--- src/sv/peshg_pkg.sv ---
// shared types, constants and byte helpers for the pes header generator
package peshg_pkg;

  localparam int TsW         = 33;
  localparam int LenW        = 16;
  localparam int PosW        = 6;
  localparam int CfgIdxW     = 3;
  localparam int CfgDataW    = 8;

  localparam logic [5:0] FixedLenMax = 6'd55;

  // register indexes on the configuration port
  localparam logic [CfgIdxW-1:0] REG_PES_SID       = 3'd0;
  localparam logic [CfgIdxW-1:0] REG_EXTENDED_ID   = 3'd1;
  localparam logic [CfgIdxW-1:0] REG_FULL_HEADER   = 3'd2;
  localparam logic [CfgIdxW-1:0] REG_EXT_ID_ENABLE = 3'd3;
  localparam logic [CfgIdxW-1:0] REG_DATA_ALIGNED  = 3'd4;
  localparam logic [CfgIdxW-1:0] REG_FIXED_HDR_LEN = 3'd5;

  localparam logic [7:0] StreamIdReset  = 8'hE0;
  localparam logic [7:0] ByteStartHi    = 8'h00;
  localparam logic [7:0] ByteStartLo    = 8'h01;
  localparam logic [7:0] ByteFlag1      = 8'h81;
  localparam logic [7:0] BitAligned     = 8'h04;
  localparam logic [7:0] FlagsPtsDts    = 8'hC0;
  localparam logic [7:0] FlagsPtsOnly   = 8'h80;
  localparam logic [7:0] FlagExtension  = 8'h01;
  localparam logic [7:0] ByteExtFlags   = 8'h0F;
  localparam logic [7:0] ByteExtLen     = 8'h81;
  localparam logic [7:0] ByteStuff      = 8'hFF;

  localparam logic [3:0] PrefixPtsOfTwo = 4'h3;
  localparam logic [3:0] PrefixDts      = 4'h1;
  localparam logic [3:0] PrefixPtsOnly  = 4'h2;

  typedef struct packed {
    logic [7:0] pes_sid;
    logic [7:0] extended_id;
    logic       full_header;
    logic       ext_id_enable;
    logic       data_aligned;
    logic [5:0] fixed_hdr_len;
  } cfg_t;

  // one classified request waiting for byte generation
  typedef struct packed {
    logic [TsW-1:0]  pts;
    logic [TsW-1:0]  dts;
    logic            both;
    logic            pts_only;
    logic [5:0]      hdr_data_len;
    logic [PosW-1:0] last_idx;
    logic [LenW-1:0] len_field;
  } desc_t;

  function automatic logic [7:0] ts_byte(input logic [3:0] prefix,
                                         input logic [TsW-1:0] ts,
                                         input logic [2:0] idx);
    logic [7:0] b;
    case (idx)
      3'd0:    b = {prefix, ts[32:30], 1'b1};
      3'd1:    b = ts[29:22];
      3'd2:    b = {ts[21:15], 1'b1};
      3'd3:    b = ts[14:7];
      3'd4:    b = {ts[6:0], 1'b1};
      default: b = 8'h00;
    endcase
    return b;
  endfunction

endpackage

--- src/sv/peshg_front.sv ---
// request front end: timestamp choice, header length and packet length field
module peshg_front (
  input  logic                      start,
  input  logic                      queue_full,
  input  peshg_pkg::cfg_t           cfg,
  input  logic [peshg_pkg::TsW-1:0] in_pts_value,
  input  logic                      in_pts_known,
  input  logic [peshg_pkg::TsW-1:0] in_dts_value,
  input  logic                      in_dts_known,
  input  logic [15:0]               in_payload_bytes,
  output logic                      push,
  output peshg_pkg::desc_t          desc
);

  logic       both;
  logic       pts_only;
  logic [4:0] content_len;
  logic [5:0] fixed_sat;
  logic [6:0] fixed_total;
  logic [6:0] hdr_len;
  logic [6:0] len_add;

  always_comb begin
    both        = in_pts_known && in_dts_known && (in_pts_value != in_dts_value);
    pts_only    = !both && in_pts_known;
    content_len = 5'd9 + (both ? 5'd10 : (pts_only ? 5'd5 : 5'd0))
                + (cfg.ext_id_enable ? 5'd3 : 5'd0);
    fixed_sat   = (cfg.fixed_hdr_len > peshg_pkg::FixedLenMax) ?
                  peshg_pkg::FixedLenMax : cfg.fixed_hdr_len;
    fixed_total = {1'b0, fixed_sat} + 7'd9;
    // a fixed length below the content is ignored
    if (fixed_sat != 6'd0 && {2'b00, content_len} <= fixed_total) begin
      hdr_len = fixed_total;
    end else begin
      hdr_len = {2'b00, content_len};
    end
    len_add = cfg.full_header ? (hdr_len - 7'd6) : 7'd0;

    push              = start && !queue_full;
    desc.pts          = in_pts_value;
    desc.dts          = in_dts_value;
    desc.both         = both;
    desc.pts_only     = pts_only;
    desc.hdr_data_len = 6'(hdr_len - 7'd9);
    desc.last_idx     = cfg.full_header ? 6'(hdr_len - 7'd1) : 6'd5;
    desc.len_field    = (in_payload_bytes != 16'd0) ?
                        (in_payload_bytes + {9'd0, len_add}) : 16'd0;
  end

endmodule

--- src/sv/peshg_queue.sv ---
// two-entry request queue between front end and byte generator
module peshg_queue (
  input  logic             clk,
  input  logic             rst_n,
  input  logic             push,
  input  peshg_pkg::desc_t push_desc,
  input  logic             pop,
  output logic             full,
  output logic             empty,
  output peshg_pkg::desc_t head
);

  peshg_pkg::desc_t entry_r [2];
  logic       wr_ptr_r, wr_ptr_nxt;
  logic       rd_ptr_r, rd_ptr_nxt;
  logic [1:0] count_r, count_nxt;

  always_comb begin
    full       = (count_r == 2'd2);
    empty      = (count_r == 2'd0);
    head       = entry_r[rd_ptr_r];
    wr_ptr_nxt = push ? ~wr_ptr_r : wr_ptr_r;
    rd_ptr_nxt = pop ? ~rd_ptr_r : rd_ptr_r;
    count_nxt  = count_r + {1'b0, push} - {1'b0, pop};
  end

  always_ff @(posedge clk) begin
    if (!rst_n) begin
      wr_ptr_r <= 1'b0;
      rd_ptr_r <= 1'b0;
      count_r  <= 2'd0;
    end else begin
      wr_ptr_r <= wr_ptr_nxt;
      rd_ptr_r <= rd_ptr_nxt;
      count_r  <= count_nxt;
    end
  end

  always_ff @(posedge clk) begin
    if (push) begin
      entry_r[wr_ptr_r] <= push_desc;
    end
  end

endmodule

--- src/sv/peshg_back.sv ---
// byte generator: walks the head request one header byte per cycle
module peshg_back (
  input  logic             clk,
  input  logic             rst_n,
  input  peshg_pkg::cfg_t  cfg,
  input  logic             empty,
  input  peshg_pkg::desc_t head,
  output logic             pop,
  output logic             out_valid,
  output logic [7:0]       out_header_byte,
  output logic             out_last_byte
);

  logic [peshg_pkg::PosW-1:0] pos_r, pos_nxt;
  logic                       valid_r;
  logic [7:0]                 byte_r, byte_nxt;
  logic                       last_r;
  logic                       is_last;
  logic [3:0]                 ts_len;
  logic [5:0]                 k;
  logic [5:0]                 e;
  logic [7:0]                 flags;

  always_comb begin
    is_last = (pos_r == head.last_idx);
    pop     = !empty && is_last;
    pos_nxt = empty ? pos_r : (is_last ? '0 : pos_r + 6'd1);
    ts_len  = head.both ? 4'd10 : (head.pts_only ? 4'd5 : 4'd0);
    k       = pos_r - 6'd9;
    e       = k - {2'b00, ts_len};
    flags   = (head.both ? peshg_pkg::FlagsPtsDts :
               (head.pts_only ? peshg_pkg::FlagsPtsOnly : 8'h00))
            | (cfg.ext_id_enable ? peshg_pkg::FlagExtension : 8'h00);
    case (pos_r)
      6'd0:    byte_nxt = peshg_pkg::ByteStartHi;
      6'd1:    byte_nxt = peshg_pkg::ByteStartHi;
      6'd2:    byte_nxt = peshg_pkg::ByteStartLo;
      6'd3:    byte_nxt = cfg.pes_sid;
      6'd4:    byte_nxt = head.len_field[15:8];
      6'd5:    byte_nxt = head.len_field[7:0];
      6'd6:    byte_nxt = peshg_pkg::ByteFlag1
                        | (cfg.data_aligned ? peshg_pkg::BitAligned : 8'h00);
      6'd7:    byte_nxt = flags;
      6'd8:    byte_nxt = {2'b00, head.hdr_data_len};
      default: begin
        if (k < {2'b00, ts_len}) begin
          // first timestamp is the pts, second one the dts
          if (k < 6'd5) begin
            byte_nxt = peshg_pkg::ts_byte(head.both ? peshg_pkg::PrefixPtsOfTwo :
                                          peshg_pkg::PrefixPtsOnly,
                                          head.pts, k[2:0]);
          end else begin
            byte_nxt = peshg_pkg::ts_byte(peshg_pkg::PrefixDts, head.dts,
                                          3'(k - 6'd5));
          end
        end else if (cfg.ext_id_enable && e == 6'd0) begin
          byte_nxt = peshg_pkg::ByteExtFlags;
        end else if (cfg.ext_id_enable && e == 6'd1) begin
          byte_nxt = peshg_pkg::ByteExtLen;
        end else if (cfg.ext_id_enable && e == 6'd2) begin
          byte_nxt = cfg.extended_id;
        end else begin
          byte_nxt = peshg_pkg::ByteStuff;
        end
      end
    endcase
  end

  always_ff @(posedge clk) begin
    if (!rst_n) begin
      pos_r   <= '0;
      valid_r <= 1'b0;
    end else begin
      pos_r   <= pos_nxt;
      valid_r <= !empty;
    end
  end

  always_ff @(posedge clk) begin
    byte_r <= byte_nxt;
    last_r <= is_last;
  end

  assign out_valid       = valid_r;
  assign out_header_byte = byte_r;
  assign out_last_byte   = last_r;

endmodule

--- src/sv/pes_header_generator.sv ---
// pes header generator top level: config registers, front end, queue, byte generator
// with the byte generator idle, a taken request is written into the queue, its first
// header byte is registered by the byte generator, then one byte per cycle
// a request's header is 6 to 64 bytes long, set by its header length
// a two-entry request queue lets new requests in while a header is being sent
// busy is high only while that queue is full; cfg_ready is always high
// synchronous active-low reset clears the queue and the byte counter and sets the registers to their defaults
module pes_header_generator (
  input  logic                           clk,
  input  logic                           rst_n,
  input  logic                           start,
  output logic                           busy,
  input  logic [peshg_pkg::TsW-1:0]      in_pts_value,
  input  logic                           in_pts_known,
  input  logic [peshg_pkg::TsW-1:0]      in_dts_value,
  input  logic                           in_dts_known,
  input  logic [15:0]                    in_payload_bytes,
  output logic                           out_valid,
  output logic [7:0]                     out_header_byte,
  output logic                           out_last_byte,
  input  logic                           cfg_valid,
  output logic                           cfg_ready,
  input  logic [peshg_pkg::CfgIdxW-1:0]  cfg_index,
  input  logic [peshg_pkg::CfgDataW-1:0] cfg_data
);

  peshg_pkg::cfg_t  cfg_r, cfg_nxt;
  peshg_pkg::desc_t front_desc;
  peshg_pkg::desc_t head;
  logic             push;
  logic             pop;
  logic             full;
  logic             empty;

  assign cfg_ready = 1'b1;
  assign busy      = full;

  always_comb begin
    cfg_nxt = cfg_r;
    if (cfg_valid && cfg_ready) begin
      case (cfg_index)
        peshg_pkg::REG_PES_SID:       cfg_nxt.pes_sid       = cfg_data;
        peshg_pkg::REG_EXTENDED_ID:   cfg_nxt.extended_id   = cfg_data;
        peshg_pkg::REG_FULL_HEADER:   cfg_nxt.full_header   = cfg_data[0];
        peshg_pkg::REG_EXT_ID_ENABLE: cfg_nxt.ext_id_enable = cfg_data[0];
        peshg_pkg::REG_DATA_ALIGNED:  cfg_nxt.data_aligned  = cfg_data[0];
        peshg_pkg::REG_FIXED_HDR_LEN: cfg_nxt.fixed_hdr_len = cfg_data[5:0];
        default:                      cfg_nxt = cfg_r;
      endcase
    end
  end

  always_ff @(posedge clk) begin
    if (!rst_n) begin
      cfg_r.pes_sid       <= peshg_pkg::StreamIdReset;
      cfg_r.extended_id   <= 8'h00;
      cfg_r.full_header   <= 1'b1;
      cfg_r.ext_id_enable <= 1'b0;
      cfg_r.data_aligned  <= 1'b0;
      cfg_r.fixed_hdr_len <= 6'd0;
    end else begin
      cfg_r <= cfg_nxt;
    end
  end

  peshg_front u_front (
    .start            (start),
    .queue_full       (full),
    .cfg              (cfg_r),
    .in_pts_value     (in_pts_value),
    .in_pts_known     (in_pts_known),
    .in_dts_value     (in_dts_value),
    .in_dts_known     (in_dts_known),
    .in_payload_bytes (in_payload_bytes),
    .push             (push),
    .desc             (front_desc)
  );

  peshg_queue u_queue (
    .clk       (clk),
    .rst_n     (rst_n),
    .push      (push),
    .push_desc (front_desc),
    .pop       (pop),
    .full      (full),
    .empty     (empty),
    .head      (head)
  );

  peshg_back u_back (
    .clk             (clk),
    .rst_n           (rst_n),
    .cfg             (cfg_r),
    .empty           (empty),
    .head            (head),
    .pop             (pop),
    .out_valid       (out_valid),
    .out_header_byte (out_header_byte),
    .out_last_byte   (out_last_byte)
  );

endmodule

--- config.mk ---
export PLATFORM = sky130hd
export DESIGN_NAME = pes_header_generator
export DESIGN_NICKNAME = d
export VERILOG_FILES = /design/src/sv/peshg_pkg.sv /design/src/sv/peshg_front.sv /design/src/sv/peshg_queue.sv /design/src/sv/peshg_back.sv /design/src/sv/pes_header_generator.sv
export SDC_FILE = /design/constraint.sdc
export NUM_CORES = 1
export LEC_CHECK = 0
export BUFFER_PORTS_ARGS = -buffer_cell sky130_fd_sc_hd__buf_2
export CORE_ASPECT_RATIO = 0.7
export CORE_MARGIN = 2
export CORE_UTILIZATION = 37
export CTS_CLUSTER_DIAMETER = 80
export DETAILED_ROUTE_END_ITERATION = 8
export MAX_ROUTING_LAYER = met4
export SLEW_MARGIN = 20
export SYNTH_ARGS = -nofsm -noshare
export SYNTH_HDL_FRONTEND = slang
export SYNTH_SLANG_ARGS = --single-unit
--- constraint.sdc ---
create_clock -name clk -period 9.95 [get_ports clk]
set_input_delay 0.4975 -clock clk [delete_from_list [all_inputs] [get_ports clk]]
set_output_delay 0.4975 -clock clk [all_outputs]
set_load 0.01 [all_outputs]
==> impl_metrics.py, run 1 <==
metrics = {
    "power_and_ir_drop": {
        "p_leak_nw": 4.76,
        "ir_worst_vdd_uv": 113,
        "pwr-share-comb_pct": 22.4,
        "switching_share_pct": 29.3,
        "powerDensity_nw_per_um2": 208,
        "p_sw_uw": 805,
        "pwr-share-seq_pct": 44.6,
        "p_int_mw": 1.95,
        "clkPwrFrac_pct": 33.0,
    },
    "detailed_routing": {
        "firstDrtPassIters": 7,
        "vias": 7716,
        "wire_per_inst_um": 21.1,
        "finalWirelength_mm": 30.2,
        "antenna_left": 0,
        "drt-vias-per-instance": 5.38,
        "drtIter0Drc": 846,
        "drc": 0,
    },
    "setup_path": {
        "r2r_cells": 26,
        "slowest_delay_ps": 490,
        "required_ps": 10230,
        "crit_cells": 30,
        "cp_top_family": "compound AO/OA/AOI/OAI gates",
        "cp_max_fo": 8,
        "critPathMostFrequentCell": "ha_1",
        "crit_path_end_kind": "flip-flop",
        "cp_slowest_cell": "o21ai_1",
        "path_buf_inv": 4,
        "start_kind": "primary input",
        "criticalPathCategory": "primary input to flip-flop",
        "cp_data_arrival_time_ps": 6600,
    },
    "die": {
        "initial_utilization_pct": 37.8,
        "io_pins": 111,
        "core-area_um2": 30200,
        "die_h_um": 151,
        "dieWidth_um": 214,
        "num_rows": 53,
        "dieArea_um2": 32300,
    },
    "sta": {
        "maxSlewHeadroom_pct": 39.6,
        "rsz0062_at_grt": "false",
        "layout_worst_path_cycle_share_pct": 63.6,
        "fin_worst_skew_ps": 14.5,
        "max_freq_ghz": 0.158,
        "hold_viol_final": 0,
        "finalCriticalPeriod_ps": 6330,
        "drv_slew": 0,
        "hold_slack_ps": 173,
        "finalSetupViolations": 0,
        "tightest_slew_ps": 896,
        "setup_tns_ps": 0,
    },
    "synthesis": {
        "syn_nets": 1032,
        "synth_seq_cells": 238,
        "seq_area_frac_synth_pct": 58.6,
        "synthArstFlopShare_pct": 0,
        "synth-edff-count": 192,
        "synth.distinct_cells": 71,
        "syn_inst": 894,
        "synth.avg_cell_area_um2": 12.8,
        "synth_area_um2": 11400,
        "synth_flop_cell": "edfxtp_1",
        "synth-warning-count": 0,
    },
    "clock_network": {
        "cts_resized": 0,
        "cts-htree-levels": 1,
        "cts_buffers": 25,
        "clock_latency_ps": 540,
        "ctsLongestPathBuffers": 3,
        "cts.sinks": 238,
        "cts_hold_buf": 0,
        "cts_tree": "yes",
        "clk_pin_slew_ps": 60,
        "post_cts_buffers": 0,
        "cts_root_buffer": "clkbuf_16",
    },
    "place": {
        "portBuffers": 109,
        "gp_congestion": 0.859,
        "hpwl_mm": 21.8,
    },
    "job": {
        "drv_cap": 0,
    },
    "global_route": {
        "antenna_found_initial": 1,
        "grt_pass1_wl_mm": 45.3,
        "grt_max_degree": 58,
        "grt_overflow": 0,
        "grt_usage_pct": 19.4,
        "grt_pass1_vias": 7342,
    },
    "hold_path": {
        "hp-class": "primary input to flip-flop",
        "whs_path_depth": 1,
    },
    "outcome": {
        "outcome": "finished clean",
    },
    "cells_and_area": {
        "final_nets": 1141,
        "mostFrequentLayoutCells": "edfxtp_1 (192), buf_2 (109), mux2i_1 (68)",
        "syn_to_final_growth_pct": 15.8,
        "layout-drive-gt1-share_pct": 18.6,
        "final_common_cell": "edfxtp_1",
    },
}
power by group through the flow:
stage          logic (mW)  registers, mW  clock network [mW]
6_report            0.617           1.23               0.906
5_1_grt             0.678           1.24               0.962
4_1_cts             0.616           1.23               0.923
3_5_place_dp        0.611           1.25                   0
3_3_place_gp        0.604           1.25                   0
2_1_floorplan       0.388           1.25                   0
worst reg2reg max path: cells and delay by family (launching register included):
kind,cells,cell delay (ps)
compound gates,10,2080
xor+xnor,1,90
fa+ha+maj,4,1170
buf+inv,1,110
flops,1,480
simple gates,10,1350
layer usage:
layer / vias up / track usage (%) / part of all wire, % / wire length (um)
met5: - / - / 0 / 0
met1: 3750 / 30.0 / 49 / 14800
met3: 38 / 3.92 / 8.8 / 2660
met4: 0 / 3.30 / 1.4 / 431
met2: 317 / 26.3 / 41 / 12300
li1: 3611 / - / - / -
synth_stat cells, types with 9 or more instances:
master | number | share of area [%]
mux2_2 | 18 | 1.8
a222oi_1 | 19 | 1.7
nand3_1 | 11 | 0.48
inv_1 | 35 | 1.2
o22ai_1 | 20 | 1.1
a21boi_0 | 9 | 0.59
xor2_1 | 18 | 1.4
nor2b_1 | 27 | 1.5
o21ai_0 | 17 | 0.75
nor2_1 | 44 | 1.4
nor4_1 | 11 | 0.60
nand2b_1 | 9 | 0.49
edfxtp_1 | 192 | 51
a21oi_1 | 24 | 1.1
and2_1 | 14 | 0.77
and3_1 | 9 | 0.49
mux2i_1 | 68 | 6.0
clkbuf_1 | 23 | 0.76
xnor2_1 | 54 | 4.1
nand2_1 | 58 | 1.9
dfxtp_1 | 46 | 8.1
ha_1 | 37 | 4.1
a221oi_1 | 10 | 0.77
nand4_1 | 10 | 0.55
path summary, 6_finish.rpt:
kind | from | endpoint | slack (ps)
setup / recovery | in_dts_value[16] | u_queue.entry_r[1][14] | 3620
setup reg to reg | cfg_r[5] | u_queue.entry_r[1][14] | 4420
hold / removal | in_pts_value[6] | u_queue.entry_r[0][69] | 170
hold reg to reg | cfg_r[24] | cfg_r[24] | 480
cell type report:
| type | count | area [um^2] |
|---|---|---|
| Antenna cell | 1 | 2.50 |
| Clock buffer | 32 | 704 |
| Clock inverter | 12 | 90.1 |
| Fill cell | 2800 | 17000 |
| Inverter | 35 | 131 |
| Multi-Input combinational cell | 585 | 4470 |
| Sequential cell | 238 | 6690 |
| Tap cell | 412 | 515 |
| Timing Repair Buffer | 118 | 613 |
registers in the layout, indices dropped and copies added, names as in the netlist, named ones only:
signal and cells:
u_queue.rd_ptr_r 1, u_back.out_last_byte 1, u_queue.wr_ptr_r 1, u_queue.entry_r 192
u_queue.count_r 2, u_back.out_valid 1, u_back.out_header_byte 8, u_back.pos_r 6
cfg_r 25
cell families after synthesis:
family                   synth area share [%]
other                                  0.0329
flip-flops                               58.6
XOR/XNOR                                 5.95
adder cells (fa/ha/maj)                  4.41
AO/OA/AOI/OAI                            10.3
buffers and inverters                    2.48
AND/OR/NAND/NOR                          10.3
multiplexers                             7.94
stage by stage:
| step | power (mW) | area [um^2] | worst slack (ps) | util, % | cells |
|---|---|---|---|---|---|
| after global routing | 2.87 | 13200 | 3080 | 43.8 | 1433 |
| final | 2.75 | 13200 | 3620 | 43.8 | 1433 |
| after floorplan | 1.64 | 11400 | 4460 | - | 894 |
| after CTS | 2.77 | 13200 | 3720 | 43.8 | 1432 |
| after detailed placement | 1.86 | 12400 | 3190 | 41.2 | 1388 |
| after global placement | 1.85 | 12400 | 3330 | 41.2 | 1388 |
No activity file was read; power rests on OpenSTA's default activity.
==> run 2, diff against run 1 <==
Clock period 9.95 ns to 5.7 ns, I/O delays scaled along.
==> run 2 against run 1 <==
  * Clock power grew 94%
  * Hold slack worse by 160 ps
  * Highest routed layer unchanged
  * Sequential cell count did not move
  * Count of clock-buffer cells in the layout increased by 6
  * Via count increased by 6.1%
==> impl_metrics.py, run 2 (synthesis gave the netlist of run 1 again) <==
metrics = {
    "outcome": {
        "outcome": "finished clean",
    },
    "cells_and_area": {
        "largest_register_ffs": 192,
        "final_common_cell": "edfxtp_1",
        "syn_to_final_growth_pct": 27.2,
        "final_area_um2": 14500,
        "utilization_pct": 48.1,
        "layout-drive-gt1-share_pct": 23.7,
        "max_flop_register": "u_queue.entry_r",
        "final_nets": 1251,
        "mostFrequentLayoutCells": "edfxtp_1 (192), buf_2 (109), mux2i_1 (67)",
    },
    "place": {
        "dpl_cell_area_um2": 12700,
        "portBuffers": 109,
        "post-place-ws_ps": -303,
        "hpwl_mm": 22.2,
        "gp_congestion": 0.845,
    },
    "detailed_routing": {
        "drtIter0Drc": 814,
        "antenna_left": 0,
        "drc": 0,
        "wire_per_inst_um": 20.5,
        "finalWirelength_mm": 31.8,
        "drt-vias-per-instance": 5.30,
        "vias": 8187,
        "firstDrtPassIters": 5,
    },
    "power_and_ir_drop": {
        "ir_worst_vdd_uv": 221,
        "p_leak_nw": 5.33,
        "powerDensity_nw_per_um2": 351,
    },
    "global_route": {
        "grt_max_degree": 58,
        "grt_overflow": 0,
        "grt_pass1_wl_mm": 46.8,
        "grt_pass1_vias": 7837,
        "grt_usage_pct": 20.1,
        "antenna_found_initial": 1,
    },
    "sta": {
        "drv_slew": 0,
        "max_freq_ghz": 0.181,
        "layout_worst_path_cycle_share_pct": 96.8,
        "tightest_slew_ps": 850,
        "setup_slack_ps": 182,
        "finalCriticalPeriod_ps": 5520,
        "maxSlewHeadroom_pct": 43.3,
        "setup_tns_ps": 0,
        "fin_worst_skew_ps": 11.9,
        "hold_viol_final": 0,
        "finalSetupViolations": 0,
    },
    "setup_path": {
        "criticalPathCategory": "primary input to flip-flop",
        "slowest_delay_ps": 530,
        "cp_data_arrival_time_ps": 5800,
        "cp_max_fo": 5,
        "required_ps": 5980,
        "cp_slowest_cell": "dlygate4sd3_1",
        "crit_path_end_kind": "flip-flop",
        "start_kind": "primary input",
        "critPathMostFrequentCell": "buf_4",
    },
    "clock_network": {
        "cts_buffers": 26,
        "clock_latency_ps": 540,
        "cts.sinks": 238,
        "clk_pin_slew_ps": 60,
        "cts_tree": "yes",
        "cts_root_buffer": "clkbuf_16",
        "cts-htree-levels": 1,
        "ctsLongestPathBuffers": 3,
    },
    "die": {
        "io_pins": 111,
        "num_rows": 53,
        "initial_utilization_pct": 37.8,
        "dieArea_um2": 32300,
        "dieWidth_um": 214,
        "die_h_um": 151,
        "core-area_um2": 30200,
    },
    "hold_path": {
        "hp-class": "primary input to flip-flop",
    },
    "job": {
        "drv_cap": 0,
    },
}
-- run 2: area by class of cell --
cell class,count,area [um^2]
Clock inverter,10,146
Multi-Input combinational cell,585,4670
Inverter,35,131
Antenna cell,1,2.50
Sequential cell,238,6690
Timing Repair Buffer,227,1600
Tap cell,412,515
Fill cell,2710,15700
Clock buffer,38,758
-- run 2: per-layer routing --
layer / vias to the layer above / part of all wire, % / track usage [%] / routed length [um]
li1: 3839 / - / - / -
met1: 4039 / 49 / 30.3 / 15600
met2: 261 / 42 / 27.7 / 13300
met3: 48 / 6.9 / 3.61 / 2200
met4: 0 / 2.0 / 4.65 / 623
met5: - / 0 / - / 0
-- run 2: metrics by stage --
| step | cells | hold WS [ps] | power, mW |
|---|---|---|---|
| floorplan | 894 | 384 | 2.86 |
| finish | 1546 | 8.52 | 5.09 |
| global route | 1546 | 5.42 | 5.32 |
| global placement | 1426 | 460 | 3.27 |
| CTS | 1540 | 1.53 | 5.08 |
| detailed placement | 1426 | 464 | 3.29 |
-- run 2: timing repair --
action	4_1_cts	5_1_grt
hold buffers	66	0
gates resized for setup	0	42
endpoints found under the hold margin	131	0
endpoints found under the setup margin	0	24
setup buffers	0	5
-- run 2: final timing paths --
kind	end	cells after the start	slack, ps	start
setup reg to reg	u_queue.entry_r[1][15]	24	580	cfg_r[5]
setup / recovery	u_queue.entry_r[1][15]	29	180	in_dts_value[0]
hold reg to reg	cfg_r[23]	2	480	cfg_r[23]
hold / removal	cfg_r[24]	3	9	cfg_data[7]
-- run 2: critical path, delay by kind of cell --
kind,cells,cell delay (ps)
AOI/OAI and AO/OA,7,1330
xor gates and xnor gates,2,310
adders and majority gates,3,710
buffers and inverters,7,1360
muxes,1,320
and+or+nand+nor,9,1480
-- run 2: power by group --
part | internal (mW) | switching [mW] | total [mW]
Sequential | 2.08 | 0.0559 | 2.14
Combinational | 0.478 | 0.714 | 1.19
Clock | 1.06 | 0.694 | 1.76
